--- src/xml_markup_detector_assert.svh ---
// ----------------------------------------------------------------------------
// xml_markup_detector assertion macros
// Clocked assertion helpers shared by the detector modules.
// ----------------------------------------------------------------------------
`ifndef XML_MARKUP_DETECTOR_ASSERT_SVH
`define XML_MARKUP_DETECTOR_ASSERT_SVH

`ifndef SYNTHESIS
`define XMD_ASSERT(lbl, prop, msg) \
	lbl: assert property (@(posedge clk) disable iff (!arst_n) (prop)) else $error(msg);
`define XMD_ASSERT_NEXT(lbl, ante, cons, msg) \
	lbl: assert property (@(posedge clk) disable iff (!arst_n) (ante) |=> (cons)) \
		else $error(msg);
`else
`define XMD_ASSERT(lbl, prop, msg)
`define XMD_ASSERT_NEXT(lbl, ante, cons, msg)
`endif

`endif

--- src/xmd_pkg.sv ---
// ----------------------------------------------------------------------------
// xmd_pkg
// Types, character codes and pattern tables of the XML markup detector.
// ----------------------------------------------------------------------------
package xmd_pkg;

	localparam int QUEUE_DEPTH = 4;

	localparam logic [7:0] CH_LT    = 8'h3C;
	localparam logic [7:0] CH_GT    = 8'h3E;
	localparam logic [7:0] CH_SLASH = 8'h2F;
	localparam logic [7:0] CH_COLON = 8'h3A;
	localparam logic [7:0] CH_EQ    = 8'h3D;
	localparam logic [7:0] CH_SPACE = 8'h20;
	localparam logic [7:0] CH_TAB   = 8'h09;
	localparam logic [7:0] CH_LF    = 8'h0A;
	localparam logic [7:0] CH_CR    = 8'h0D;
	localparam logic [7:0] CH_USCORE = 8'h5F;
	localparam logic [7:0] CH_DASH  = 8'h2D;
	localparam logic [7:0] CH_DOT   = 8'h2E;

	localparam logic [2:0] DECL_LEN  = 3'd5;
	localparam logic [3:0] CDATA_LEN = 4'd9;
	localparam logic [2:0] NS_LEN    = 3'd5;

	localparam logic [6:0] CONF_DECL   = 7'd95;
	localparam logic [6:0] CONF_CDATA  = 7'd90;
	localparam logic [6:0] CONF_BASE   = 7'd72;
	localparam logic [6:0] CONF_OPEN1  = 7'd5;
	localparam logic [6:0] CONF_OPEN2  = 7'd10;
	localparam logic [6:0] CONF_CLOSE  = 7'd8;
	localparam logic [6:0] CONF_SELF   = 7'd5;
	localparam logic [6:0] CONF_ASSIGN = 7'd5;
	localparam logic [6:0] CONF_NS     = 7'd10;
	localparam logic [6:0] CONF_MAX    = 7'd95;

	typedef struct packed {
		logic [7:0] text_byte;
		logic       last_byte;
	} text_in_t;

	typedef struct packed {
		logic       looks_xml;
		logic [6:0] confidence_pct;
	} verdict_t;

	typedef struct packed {
		logic lt;
		logic gt;
		logic slash;
		logic colon;
		logic eq;
		logic start;
		logic namech;
		logic space;
		logic name_end;
	} char_class_t;

	typedef struct packed {
		text_in_t    req;
		char_class_t cls;
	} entry_t;

	typedef enum logic [2:0] {
		PH_IDLE,
		PH_LT,
		PH_SLASH,
		PH_PREFIX,
		PH_COLON,
		PH_LOCAL,
		PH_TAIL
	} phase_t;

	typedef struct packed {
		logic drop;
		logic complete;
		logic tail;
		logic from_local;
		logic load_closing;
		logic closing_val;
	} scan_ctl_t;

	function automatic logic [7:0] decl_char(input logic [2:0] idx);
		logic [7:0] ch;
		unique case (idx)
			3'd0: ch = 8'h3C;
			3'd1: ch = 8'h3F;
			3'd2: ch = 8'h78;
			3'd3: ch = 8'h6D;
			3'd4: ch = 8'h6C;
			default: ch = 8'h00;
		endcase
		return ch;
	endfunction

	function automatic logic [7:0] cdata_char(input logic [3:0] idx);
		logic [7:0] ch;
		unique case (idx)
			4'd0: ch = 8'h3C;
			4'd1: ch = 8'h21;
			4'd2: ch = 8'h5B;
			4'd3: ch = 8'h43;
			4'd4: ch = 8'h44;
			4'd5: ch = 8'h41;
			4'd6: ch = 8'h54;
			4'd7: ch = 8'h41;
			4'd8: ch = 8'h5B;
			default: ch = 8'h00;
		endcase
		return ch;
	endfunction

	function automatic logic [7:0] ns_char(input logic [2:0] idx);
		logic [7:0] ch;
		unique case (idx)
			3'd0: ch = 8'h78;
			3'd1: ch = 8'h6D;
			3'd2: ch = 8'h6C;
			3'd3: ch = 8'h6E;
			3'd4: ch = 8'h73;
			default: ch = 8'h00;
		endcase
		return ch;
	endfunction

endpackage

--- src/xmd_front.sv ---
// ----------------------------------------------------------------------------
// xmd_front
// Accepts text bytes and tags each with its character class.
// ----------------------------------------------------------------------------
module xmd_front (
	input  logic              byte_valid,
	output logic              byte_stall,
	input  xmd_pkg::text_in_t byte_data,
	input  logic              q_full,
	output logic              q_push,
	output xmd_pkg::entry_t   q_entry
);

	logic [7:0] c;
	logic       alpha;
	logic       digit;

	assign c     = byte_data.text_byte;
	assign alpha = (c >= 8'h61 && c <= 8'h7A) || (c >= 8'h41 && c <= 8'h5A);
	assign digit = (c >= 8'h30 && c <= 8'h39);

	always_comb begin
		q_entry.req          = byte_data;
		q_entry.cls.lt       = (c == xmd_pkg::CH_LT);
		q_entry.cls.gt       = (c == xmd_pkg::CH_GT);
		q_entry.cls.slash    = (c == xmd_pkg::CH_SLASH);
		q_entry.cls.colon    = (c == xmd_pkg::CH_COLON);
		q_entry.cls.eq       = (c == xmd_pkg::CH_EQ);
		q_entry.cls.start    = alpha || (c == xmd_pkg::CH_USCORE);
		q_entry.cls.namech   = alpha || digit || (c == xmd_pkg::CH_USCORE)
			|| (c == xmd_pkg::CH_DASH) || (c == xmd_pkg::CH_DOT);
		q_entry.cls.space    = (c == xmd_pkg::CH_SPACE) || (c >= 8'h09 && c <= 8'h0D);
		q_entry.cls.name_end = (c == xmd_pkg::CH_SLASH) || (c == xmd_pkg::CH_SPACE)
			|| (c == xmd_pkg::CH_TAB) || (c == xmd_pkg::CH_LF) || (c == xmd_pkg::CH_CR);
	end

	assign byte_stall = q_full;
	assign q_push     = byte_valid && !q_full;

endmodule

--- src/xmd_queue.sv ---
// ----------------------------------------------------------------------------
// xmd_queue
// Short request queue between the classifier and the scanner.
// ----------------------------------------------------------------------------
`include "xml_markup_detector_assert.svh"

module xmd_queue #(
	parameter int DEPTH = xmd_pkg::QUEUE_DEPTH
) (
	input  logic            clk,
	input  logic            arst_n,
	input  logic            push,
	input  xmd_pkg::entry_t push_entry,
	output logic            full,
	input  logic            pop,
	output logic            head_valid,
	output xmd_pkg::entry_t head_entry
);

	localparam int IW = (DEPTH > 1) ? $clog2(DEPTH) : 1;
	localparam int CW = $clog2(DEPTH + 1);
	localparam logic [IW-1:0] LAST_IDX = IW'(DEPTH - 1);
	localparam logic [CW-1:0] FULL_CNT = CW'(DEPTH);

	xmd_pkg::entry_t slots_q [DEPTH];
	logic [IW-1:0]   wr_ptr_q;
	logic [IW-1:0]   rd_ptr_q;
	logic [CW-1:0]   count_q;
	logic            do_push;
	logic            do_pop;

	assign full       = (count_q == FULL_CNT);
	assign head_valid = (count_q != '0);
	assign head_entry = slots_q[rd_ptr_q];
	assign do_push    = push && !full;
	assign do_pop     = pop && head_valid;

	always_ff @(posedge clk) begin
		if (do_push) begin
			slots_q[wr_ptr_q] <= push_entry;
		end
	end

	always_ff @(posedge clk or negedge arst_n) begin
		if (!arst_n) begin
			wr_ptr_q <= '0;
			rd_ptr_q <= '0;
			count_q  <= '0;
		end else begin
			if (do_push) begin
				wr_ptr_q <= (wr_ptr_q == LAST_IDX) ? '0 : wr_ptr_q + 1'b1;
			end
			if (do_pop) begin
				rd_ptr_q <= (rd_ptr_q == LAST_IDX) ? '0 : rd_ptr_q + 1'b1;
			end
			if (do_push && !do_pop) begin
				count_q <= count_q + 1'b1;
			end else if (do_pop && !do_push) begin
				count_q <= count_q - 1'b1;
			end
		end
	end

	`XMD_ASSERT(a_count_bound, count_q <= FULL_CNT, "queue count exceeds depth")
	`XMD_ASSERT_NEXT(a_ptr_gap, 1'b1, (count_q == FULL_CNT) || (count_q == '0) || (wr_ptr_q != rd_ptr_q), "queue pointers disagree with count")

endmodule

--- src/xmd_back.sv ---
// ----------------------------------------------------------------------------
// xmd_back
// Tag scanner, marker matchers and verdict register.
// ----------------------------------------------------------------------------
`include "xml_markup_detector_assert.svh"

module xmd_back (
	input  logic              clk,
	input  logic              arst_n,
	input  logic              head_valid,
	input  xmd_pkg::entry_t   head_entry,
	output logic              pop,
	output logic              verdict_valid,
	input  logic              verdict_stall,
	output xmd_pkg::verdict_t verdict_data
);

	xmd_pkg::phase_t    phase_q, phase_d;
	xmd_pkg::scan_ctl_t ctl;
	xmd_pkg::char_class_t cls;
	logic [7:0] c;
	logic       last;

	logic       closing_q, closing_n;
	logic [2:0] decl_q, decl_n, decl_inc;
	logic [3:0] cdata_q, cdata_n, cdata_inc;
	logic       saw_decl_q, saw_decl_n;
	logic       saw_cdata_q, saw_cdata_n;
	logic [1:0] open_cnt_q, open_cnt_n;
	logic       saw_close_q, saw_close_n;
	logic       saw_self_q, saw_self_n;
	logic       saw_assign_q, saw_assign_n;
	logic       saw_ns_q, saw_ns_n;
	logic [2:0] p_ns_q, p_ns_n, p_ns_base, p_ns_inc;
	logic       p_found_q, p_found_n, p_found_base;
	logic       p_assign_q, p_assign_n, p_assign_base;
	logic       p_tail_q, p_tail_n;
	logic       p_slash_q, p_slash_n, p_slash_base;
	logic [6:0] conf_sum;
	xmd_pkg::verdict_t verdict_n;
	logic       verdict_valid_q;
	xmd_pkg::verdict_t verdict_q;

	assign c    = head_entry.req.text_byte;
	assign last = head_entry.req.last_byte;
	assign cls  = head_entry.cls;
	assign pop  = head_valid && (!last || !verdict_valid_q || !verdict_stall);

	always_comb begin
		phase_d = phase_q;
		unique case (phase_q)
			xmd_pkg::PH_LT: begin
				if (cls.slash) phase_d = xmd_pkg::PH_SLASH;
				else if (cls.start) phase_d = xmd_pkg::PH_PREFIX;
				else phase_d = cls.lt ? xmd_pkg::PH_LT : xmd_pkg::PH_IDLE;
			end
			xmd_pkg::PH_SLASH: begin
				if (cls.start) phase_d = xmd_pkg::PH_PREFIX;
				else phase_d = cls.lt ? xmd_pkg::PH_LT : xmd_pkg::PH_IDLE;
			end
			xmd_pkg::PH_PREFIX: begin
				if (cls.colon) phase_d = xmd_pkg::PH_COLON;
				else if (!cls.namech) phase_d = cls.lt ? xmd_pkg::PH_LT : xmd_pkg::PH_IDLE;
			end
			xmd_pkg::PH_COLON: begin
				if (cls.start) phase_d = xmd_pkg::PH_LOCAL;
				else phase_d = cls.lt ? xmd_pkg::PH_LT : xmd_pkg::PH_IDLE;
			end
			xmd_pkg::PH_LOCAL: begin
				if (cls.namech) phase_d = xmd_pkg::PH_LOCAL;
				else if (cls.gt) phase_d = xmd_pkg::PH_IDLE;
				else if (cls.name_end) phase_d = xmd_pkg::PH_TAIL;
				else phase_d = cls.lt ? xmd_pkg::PH_LT : xmd_pkg::PH_IDLE;
			end
			xmd_pkg::PH_TAIL: begin
				phase_d = cls.gt ? xmd_pkg::PH_IDLE : xmd_pkg::PH_TAIL;
			end
			default: begin
				phase_d = cls.lt ? xmd_pkg::PH_LT : xmd_pkg::PH_IDLE;
			end
		endcase
	end

	always_comb begin
		ctl = '0;
		unique case (phase_q)
			xmd_pkg::PH_LT: begin
				if (cls.slash || cls.start) begin
					ctl.load_closing = 1'b1;
					ctl.closing_val  = cls.slash;
				end else begin
					ctl.drop = 1'b1;
				end
			end
			xmd_pkg::PH_SLASH: ctl.drop = !cls.start;
			xmd_pkg::PH_PREFIX: ctl.drop = !cls.colon && !cls.namech;
			xmd_pkg::PH_COLON: ctl.drop = !cls.start;
			xmd_pkg::PH_LOCAL: begin
				if (!cls.namech) begin
					if (cls.gt) begin
						ctl.complete = 1'b1;
					end else if (cls.name_end) begin
						ctl.tail       = 1'b1;
						ctl.from_local = 1'b1;
					end else begin
						ctl.drop = 1'b1;
					end
				end
			end
			xmd_pkg::PH_TAIL: begin
				ctl.complete = cls.gt;
				ctl.tail     = !cls.gt;
			end
			default: ctl.drop = 1'b1;
		endcase
	end

	always_comb begin
		decl_inc  = decl_q + 1'b1;
		cdata_inc = cdata_q + 1'b1;
		decl_n      = (c == xmd_pkg::decl_char(decl_q)) ? decl_inc : {2'b00, cls.lt};
		cdata_n     = (c == xmd_pkg::cdata_char(cdata_q)) ? cdata_inc : {3'b000, cls.lt};
		saw_decl_n  = saw_decl_q;
		saw_cdata_n = saw_cdata_q;
		if (decl_n == xmd_pkg::DECL_LEN) begin
			saw_decl_n = 1'b1;
			decl_n     = '0;
		end
		if (cdata_n == xmd_pkg::CDATA_LEN) begin
			saw_cdata_n = 1'b1;
			cdata_n     = '0;
		end

		p_ns_base     = ctl.from_local ? 3'd0 : p_ns_q;
		p_found_base  = ctl.from_local ? 1'b0 : p_found_q;
		p_assign_base = ctl.from_local ? 1'b0 : p_assign_q;
		p_slash_base  = ctl.from_local ? 1'b0 : p_slash_q;
		p_ns_inc      = p_ns_base + 1'b1;

		p_ns_n     = p_ns_q;
		p_found_n  = p_found_q;
		p_assign_n = p_assign_q;
		p_tail_n   = p_tail_q;
		p_slash_n  = p_slash_q;
		if (ctl.drop || ctl.complete) begin
			p_ns_n     = '0;
			p_found_n  = 1'b0;
			p_assign_n = 1'b0;
			p_tail_n   = 1'b0;
			p_slash_n  = 1'b0;
		end else if (ctl.tail) begin
			p_tail_n   = 1'b1;
			p_assign_n = p_assign_base || cls.eq;
			p_ns_n     = (c == xmd_pkg::ns_char(p_ns_base)) ? p_ns_inc
				: {2'b00, c == xmd_pkg::ns_char(3'd0)};
			p_found_n  = p_found_base;
			if (p_ns_n == xmd_pkg::NS_LEN) begin
				p_found_n = 1'b1;
				p_ns_n    = '0;
			end
			p_slash_n = cls.space ? p_slash_base : cls.slash;
		end

		closing_n = closing_q;
		if (ctl.load_closing) closing_n = ctl.closing_val;
		else if (ctl.drop || ctl.complete) closing_n = 1'b0;

		open_cnt_n   = open_cnt_q;
		saw_close_n  = saw_close_q;
		saw_self_n   = saw_self_q;
		saw_assign_n = saw_assign_q;
		saw_ns_n     = saw_ns_q;
		if (ctl.complete) begin
			if (closing_q) begin
				saw_close_n = 1'b1;
			end else begin
				if (open_cnt_q != 2'd2) open_cnt_n = open_cnt_q + 1'b1;
				saw_ns_n     = saw_ns_q || p_found_q;
				saw_assign_n = saw_assign_q || p_assign_q;
				saw_self_n   = saw_self_q || (p_tail_q && p_slash_q);
			end
		end
	end

	always_comb begin
		conf_sum = xmd_pkg::CONF_BASE
			+ ((open_cnt_n == 2'd2) ? xmd_pkg::CONF_OPEN2 : xmd_pkg::CONF_OPEN1)
			+ (saw_close_n ? xmd_pkg::CONF_CLOSE : 7'd0)
			+ (saw_self_n ? xmd_pkg::CONF_SELF : 7'd0)
			+ (saw_assign_n ? xmd_pkg::CONF_ASSIGN : 7'd0)
			+ (saw_ns_n ? xmd_pkg::CONF_NS : 7'd0);
		verdict_n = '0;
		if (saw_decl_n) begin
			verdict_n.looks_xml      = 1'b1;
			verdict_n.confidence_pct = xmd_pkg::CONF_DECL;
		end else if (saw_cdata_n) begin
			verdict_n.looks_xml      = 1'b1;
			verdict_n.confidence_pct = xmd_pkg::CONF_CDATA;
		end else if (open_cnt_n != 2'd0 && (saw_close_n || saw_self_n || saw_ns_n)) begin
			verdict_n.looks_xml      = 1'b1;
			verdict_n.confidence_pct =
				(conf_sum > xmd_pkg::CONF_MAX) ? xmd_pkg::CONF_MAX : conf_sum;
		end
	end

	always_ff @(posedge clk or negedge arst_n) begin
		if (!arst_n) begin
			phase_q      <= xmd_pkg::PH_IDLE;
			closing_q    <= 1'b0;
			decl_q       <= '0;
			cdata_q      <= '0;
			saw_decl_q   <= 1'b0;
			saw_cdata_q  <= 1'b0;
			open_cnt_q   <= '0;
			saw_close_q  <= 1'b0;
			saw_self_q   <= 1'b0;
			saw_assign_q <= 1'b0;
			saw_ns_q     <= 1'b0;
			p_ns_q       <= '0;
			p_found_q    <= 1'b0;
			p_assign_q   <= 1'b0;
			p_tail_q     <= 1'b0;
			p_slash_q    <= 1'b0;
		end else if (pop) begin
			if (last) begin
				phase_q      <= xmd_pkg::PH_IDLE;
				closing_q    <= 1'b0;
				decl_q       <= '0;
				cdata_q      <= '0;
				saw_decl_q   <= 1'b0;
				saw_cdata_q  <= 1'b0;
				open_cnt_q   <= '0;
				saw_close_q  <= 1'b0;
				saw_self_q   <= 1'b0;
				saw_assign_q <= 1'b0;
				saw_ns_q     <= 1'b0;
				p_ns_q       <= '0;
				p_found_q    <= 1'b0;
				p_assign_q   <= 1'b0;
				p_tail_q     <= 1'b0;
				p_slash_q    <= 1'b0;
			end else begin
				phase_q      <= phase_d;
				closing_q    <= closing_n;
				decl_q       <= decl_n;
				cdata_q      <= cdata_n;
				saw_decl_q   <= saw_decl_n;
				saw_cdata_q  <= saw_cdata_n;
				open_cnt_q   <= open_cnt_n;
				saw_close_q  <= saw_close_n;
				saw_self_q   <= saw_self_n;
				saw_assign_q <= saw_assign_n;
				saw_ns_q     <= saw_ns_n;
				p_ns_q       <= p_ns_n;
				p_found_q    <= p_found_n;
				p_assign_q   <= p_assign_n;
				p_tail_q     <= p_tail_n;
				p_slash_q    <= p_slash_n;
			end
		end
	end

	always_ff @(posedge clk or negedge arst_n) begin
		if (!arst_n) begin
			verdict_valid_q <= 1'b0;
		end else if (pop && last) begin
			verdict_valid_q <= 1'b1;
		end else if (!verdict_stall) begin
			verdict_valid_q <= 1'b0;
		end
	end

	always_ff @(posedge clk) begin
		if (pop && last) begin
			verdict_q <= verdict_n;
		end
	end

	assign verdict_valid = verdict_valid_q;
	assign verdict_data  = verdict_q;

	`XMD_ASSERT(a_open_sat, open_cnt_q != 2'd3, "open tag count past saturation")
	`XMD_ASSERT(a_conf_range, !verdict_valid_q || (verdict_q.confidence_pct <= xmd_pkg::CONF_MAX && (verdict_q.looks_xml || verdict_q.confidence_pct == 7'd0)), "verdict confidence out of range")
	`XMD_ASSERT_NEXT(a_last_resets, pop && last, phase_q == xmd_pkg::PH_IDLE && open_cnt_q == 2'd0 && !saw_decl_q && verdict_valid_q, "state not cleared after last byte")

endmodule

--- src/xml_markup_detector.sv ---
// ----------------------------------------------------------------------------
// xml_markup_detector
// Streaming check of whether a byte string looks like XML.
// ----------------------------------------------------------------------------
// One text byte is taken per request, one per cycle while the queue has room.
// A classifier tags each byte and writes it into a short queue; the scanner
// pops one byte per cycle, follows "<?xml", "<![CDATA[" and colon-qualified
// tags, and on the byte marked last loads a verdict with a confidence in
// hundredths into an output register. The last byte always passes through a
// queue slot before the scanner pops it and sets verdict_valid; the scanner
// only waits when a finished verdict is still held by a stalled consumer and
// the next last byte arrives, and the input stalls once the queue is full.
// ----------------------------------------------------------------------------
module xml_markup_detector #(
	parameter int QUEUE_DEPTH = xmd_pkg::QUEUE_DEPTH
) (
	input  logic              clk,
	input  logic              arst_n,
	input  logic              byte_valid,
	output logic              byte_stall,
	input  xmd_pkg::text_in_t byte_data,
	output logic              verdict_valid,
	input  logic              verdict_stall,
	output xmd_pkg::verdict_t verdict_data
);

	logic            q_full;
	logic            q_push;
	xmd_pkg::entry_t q_entry;
	logic            q_pop;
	logic            head_valid;
	xmd_pkg::entry_t head_entry;

	xmd_front u_front (
		.byte_valid (byte_valid),
		.byte_stall (byte_stall),
		.byte_data  (byte_data),
		.q_full     (q_full),
		.q_push     (q_push),
		.q_entry    (q_entry)
	);

	xmd_queue #(
		.DEPTH (QUEUE_DEPTH)
	) u_queue (
		.clk        (clk),
		.arst_n     (arst_n),
		.push       (q_push),
		.push_entry (q_entry),
		.full       (q_full),
		.pop        (q_pop),
		.head_valid (head_valid),
		.head_entry (head_entry)
	);

	xmd_back u_back (
		.clk           (clk),
		.arst_n        (arst_n),
		.head_valid    (head_valid),
		.head_entry    (head_entry),
		.pop           (q_pop),
		.verdict_valid (verdict_valid),
		.verdict_stall (verdict_stall),
		.verdict_data  (verdict_data)
	);

endmodule
--- config.mk ---
export PLATFORM = sky130hd
export DESIGN_NAME = xml_markup_detector
export DESIGN_NICKNAME = d
export VERILOG_FILES = /design/src/xmd_pkg.sv /design/src/xmd_front.sv /design/src/xmd_queue.sv /design/src/xmd_back.sv /design/src/xml_markup_detector.sv
export VERILOG_INCLUDE_DIRS = /design/src /design/src/src
export SDC_FILE = /design/constraint.sdc
export NUM_CORES = 1
export LEC_CHECK = 0
export BUFFER_PORTS_ARGS = -buffer_cell sky130_fd_sc_hd__buf_2
export CELL_PAD_IN_SITES_DETAIL_PLACEMENT = 0
export CELL_PAD_IN_SITES_GLOBAL_PLACEMENT = 2
export CORE_AREA = 10 10 99 188
export CTS_CLUSTER_SIZE = 40
export DETAILED_ROUTE_END_ITERATION = 10
export DIE_AREA = 0 0 109 198
export GPL_TIMING_DRIVEN = 0
export PLACE_DENSITY = 0.83
export SLEW_MARGIN = 20
export SYNTH_ARGS = -nofsm -noshare
export SYNTH_HDL_FRONTEND = slang
export SYNTH_HIERARCHICAL = 1
export SYNTH_SLANG_ARGS = --single-unit
export TNS_END_PERCENT = 100
--- constraint.sdc ---
create_clock -name clk -period 5.2 [get_ports clk]
set_input_delay 1.04 -clock clk [delete_from_list [all_inputs] [get_ports clk]]
set_output_delay 1.04 -clock clk [all_outputs]
set_load 0.005 [all_outputs]
==> flow_metrics.py <==
metrics = {
    "logic_synthesis": {
        "yosys-mux-area-fraction_pct": 8.545,
        "synth_sequential_area_ratio_pct": 49.46,
        "main_combinational_cell_family_by_area_after_synthesis": "simple AND/OR/NAND/NOR gates",
        "postSynthCellCount": 547,
        "number_of_enable_type_register_cells_in_the_synthesized_netlist": 79,
        "dominantRegCellSynth": "sky130_fd_sc_hd__edfxtp_1",
        "synth.yosys.warnings": 6,
        "yosys.cell_types.count": 80,
        "xor_xnor_share_of_the_synthesized_area_pct": 1.882,
        "ys_seq_elements": 113,
        "async_reset_ff_share_pct": 30.09,
        "synth_compound_area_share_pct": 14.07,
        "post_synth_and_or_nand_nor_area_fraction_pct": 14.29,
        "postSynthAreaPerCell_um2": 11.91,
        "syn_nets": 590,
        "summed_instance_area_of_the_synthesized_netlist_um2": 6516,
        "synthAdderAreaFrac_pct": 6.106,
    },
    "global_route": {
        "number_of_antenna_violations_at_the_first_check_in_global_routing": 0,
        "grt_start_max_net_pins": 35,
        "vias_in_the_first_global_route": 4769,
        "grt.met1_usage_pct": 13.29,
        "total_global_route_track_usage_pct": 14.79,
        "global_route.usage.met3_pct": 2.638,
        "globalRouteMet2Util_pct": 29.16,
        "grt_first_pass_wirelength_um": 24520,
        "grt_most_used_layer": "met2",
        "gr-total-overflow": 0,
    },
    "sta": {
        "drv_slew": 0,
        "fmaxAchievable_ghz": 0.2115,
        "final.period_utilization_pct": 90.93,
        "worst-slew-pin-transition_ns": 0.9658,
        "report.final.setup_viol": 0,
        "clock_skew_ns": 0.01231,
        "slew_headroom_pct": 34.60,
        "report.final.hold_viol_count": 0,
        "grt_setup_unrepaired": "false",
        "fin_setup_tns_ns": 0,
        "worst_hold_slack_ns": 0.4800,
        "final.min_clock_period_ns": 4.729,
    },
    "cts": {
        "cts-buffers-inserted": 17,
        "clk_pin_slew_worst_paths_ns": 0.05,
        "cts.path.max_buffers": 2,
        "clkLatencyLatePin_ns": 0.42,
        "clkSinkCount": 113,
        "post_cts.resized_instances": 0,
        "clock_tree.htree_level_count": 4,
        "cts_tree": "done",
        "cts.hold.buffers_added": 0,
        "cts_root_buffer": "sky130_fd_sc_hd__clkbuf_16",
        "buffers_inserted_during_post_cts_setup_optimization": 0,
    },
    "setup_path": {
        "path_max_fanout": 10,
        "endpoint_kind": "register",
        "worst_ep_arrival_time_ns": 4.87,
        "worstSetupPathType": "register to register",
        "timing.rr.start": "u_queue/rd_ptr_q[1]",
        "worst_setup_path_start_kind": "register",
        "reg2reg_setup_slack_ns": 0.47,
        "r2r.worst_path.cells": 15,
        "timing.critical_path.required_ns": 5.34,
        "r2r_endpoint": "u_back/verdict_data[1]",
    },
    "power": {
        "switching_share_pct": 35.66,
        "p_leak_nw": 2.857,
        "power_switching_mw": 1.426,
        "internal_power_mw": 2.572,
        "pwr-share-clk_pct": 28.3,
        "power_per_cell_area_nw_per_um2": 536.4,
        "share_seq_of_total_power_pct": 32.2,
        "power.share.combinational_pct": 39.5,
        "ir_worst_vdd_uv": 270.7,
    },
    "floorplanning": {
        "die-area_um2": 21580,
        "core_area_um2": 15700,
        "dieHeight_um": 198,
        "ioPinCount": 23,
        "chipWidth_um": 109,
        "initial_cell_density_of_the_core_pct": 41.51,
        "core.rowCount": 65,
    },
    "route": {
        "drt_first_pass_iters": 6,
        "wirelength_um": 15220,
        "drt-vias-per-instance": 5.648,
        "wl_per_cell_um": 19.03,
        "via_total_after_detailed_routing": 4518,
        "ant_nets": 0,
        "initialDrtViolationCount": 175,
        "drt_drc_violations_left": 0,
    },
    "placement": {
        "hpwl_reported_at_the_end_of_detailed_placement_um": 11530,
        "io_buffer_count": 20,
        "gpl.final_weighted_congestion": 0.8698,
    },
    "finish": {
        "area_delta_synth_final_pct": 14.38,
        "share_of_post_route_cells_with_drive_strength_above_1_pct": 20.53,
        "antenna_cells_inserted": 0,
        "fin_nets": 629,
    },
    "worst_hold_path": {
        "min_from": "u_back/p_ns_q[1]",
        "hold_path_depth": 2,
        "hold_class": "register to register",
        "worst_hold_path.endpoint": "u_back/p_ns_q[1]",
    },
    "run_status": {
        "status": "finished, final reports clean",
    },
    "job": {
        "maxCapViolCount": 0,
    },
}
## worst max path at each step
stage | from | to | cells after the start
CTS | u_queue/rd_ptr_q[1] | u_back/verdict_data[4] | 15
global route | u_queue/rd_ptr_q[1] | u_back/verdict_data[3] | 15
detailed placement | u_queue/rd_ptr_q[1] | u_back/verdict_data[4] | 15
floorplan | u_queue/rd_ptr_q[0] | u_back/verdict_data[1] | 14
global placement | u_queue/rd_ptr_q[1] | u_back/verdict_data[4] | 15
finish | u_queue/rd_ptr_q[1] | u_back/verdict_data[1] | 15
## registers in the layout, indices dropped and copies added (netlist names), 2 cells and up
signal / count
u_back/cdata_q: 4
u_back/p_ns_q: 3
u_queue/rd_ptr_q: 2
u_queue/count_q: 3
u_back/open_cnt_q: 2
u_back/decl_q: 3
u_back/phase_q: 3
u_queue/wr_ptr_q: 2
u_queue/slots_q: 72
u_back/verdict_data: 7
## layout make-up
type                    instances  area, um2
fillers                      1437       8243
flip-flops and latches        113       3223
multi-input cells             359       2929
clock buffers                  23      478.0
well taps                     201      251.5
repair buffers                 20      100.1
plain buffers                  37      221.5
clock inverters                 9      107.6
inverters                      38      142.6
## critical path, cell delays in order (launching register included)
cell	delay [ns]
sky130_fd_sc_hd__dfrtp_1	0.35
sky130_fd_sc_hd__buf_2	0.27
sky130_fd_sc_hd__buf_2	0.33
sky130_fd_sc_hd__mux4_2	0.44
sky130_fd_sc_hd__or3b_4	0.45
sky130_fd_sc_hd__a211oi_4	0.45
sky130_fd_sc_hd__nand3b_1	0.13
sky130_fd_sc_hd__o21a_1	0.15
sky130_fd_sc_hd__fa_1	0.45
sky130_fd_sc_hd__xnor2_1	0.16
sky130_fd_sc_hd__ha_1	0.30
sky130_fd_sc_hd__ha_1	0.29
sky130_fd_sc_hd__a21o_1	0.15
sky130_fd_sc_hd__a21o_1	0.21
sky130_fd_sc_hd__o21ai_0	0.20
sky130_fd_sc_hd__nand4b_1	0.12
## cells in the final DEF, fill, tap and decap left out, drive strengths merged, types with 6 or more instances in the layout
master,netlist,layout
inv,38,38
nor3,15,15
edfxtp,79,79
mux4,18,18
nor2b,10,10
nand3,9,9
mux2i,8,8
a31oi,9,9
nand2,26,26
clkbuf,11,34
xnor2,10,10
a2111oi,7,7
a21oi,23,23
nand2b,12,12
buf,26,46
or3,8,8
a32o,8,8
dfrtp,34,34
o21ai,29,29
nor3b,6,6
nor2,33,33
ha,27,27
and2,6,6
## cell families after synthesis
kind of cell | after synthesis
AOI/OAI and AO/OA | 126
xor gates and xnor gates | 14
adders and majority gates | 30
buffers and inverters | 75
DFF | 113
muxes | 31
other | 1
and+or+nand+nor | 157
## synth_stat cells (all sizes together) (4+ instances only)
master | number | area share, %
or3 | 8 | 1.0
mux4 | 18 | 6.2
dfrtp | 34 | 13
edfxtp | 79 | 36
buf | 26 | 2.8
nand4b | 4 | 0.54
nand2b | 12 | 1.2
a211oi | 5 | 0.84
o21ai | 29 | 2.2
nor3b | 6 | 0.86
a31oi | 9 | 0.96
xor2 | 4 | 0.54
nand3b | 5 | 0.58
nor2 | 33 | 2.0
mux2 | 5 | 1.1
a32o | 8 | 1.2
inv | 38 | 2.2
nor2b | 10 | 1.0
a21oi | 23 | 1.8
nor3 | 15 | 1.2
mux2i | 8 | 1.2
xnor2 | 10 | 1.3
a21o | 5 | 0.58
nand3 | 9 | 0.69
a2111oi | 7 | 1.5
o22ai | 5 | 0.48
o31ai | 4 | 0.46
nor4 | 5 | 0.58
and2 | 6 | 0.65
ha | 27 | 5.2
clkbuf | 11 | 0.63
nand2 | 26 | 1.6
## metrics by stage
step                total power [mW]  area, um2  setup slack [ns]  cells  util [%]
global route                   4.239       7453            0.1678    800     47.49
global placement               2.836       6868            0.4258    768     43.75
finish                         3.998       7453            0.4714    800     47.49
floorplan                      2.439       6516            0.9540    547         -
detailed placement             2.894       6868            0.4248    768     43.75
CTS                            4.038       7453            0.4127    800     47.49
## routing by layer
metal  wire length [um]  part of all wire (%)  vias to the layer above
met5                  0                     0                        -
li1                   -                     -                     2145
met3                302                   2.0                       27
met1               5504                    36                     2254
met2               8900                    58                       92
met4                514                   3.4                        0
## power groups by stage
stage               combinational [mW]  sequential, mW  clock (mW)
finish                            1.58            1.29        1.13
global placement                  1.55            1.29           0
global route                      1.73            1.31        1.20
floorplan                         1.16            1.28           0
detailed placement                1.59            1.31           0
CTS                               1.59            1.29        1.15
(Power assumes the default switching activity.)
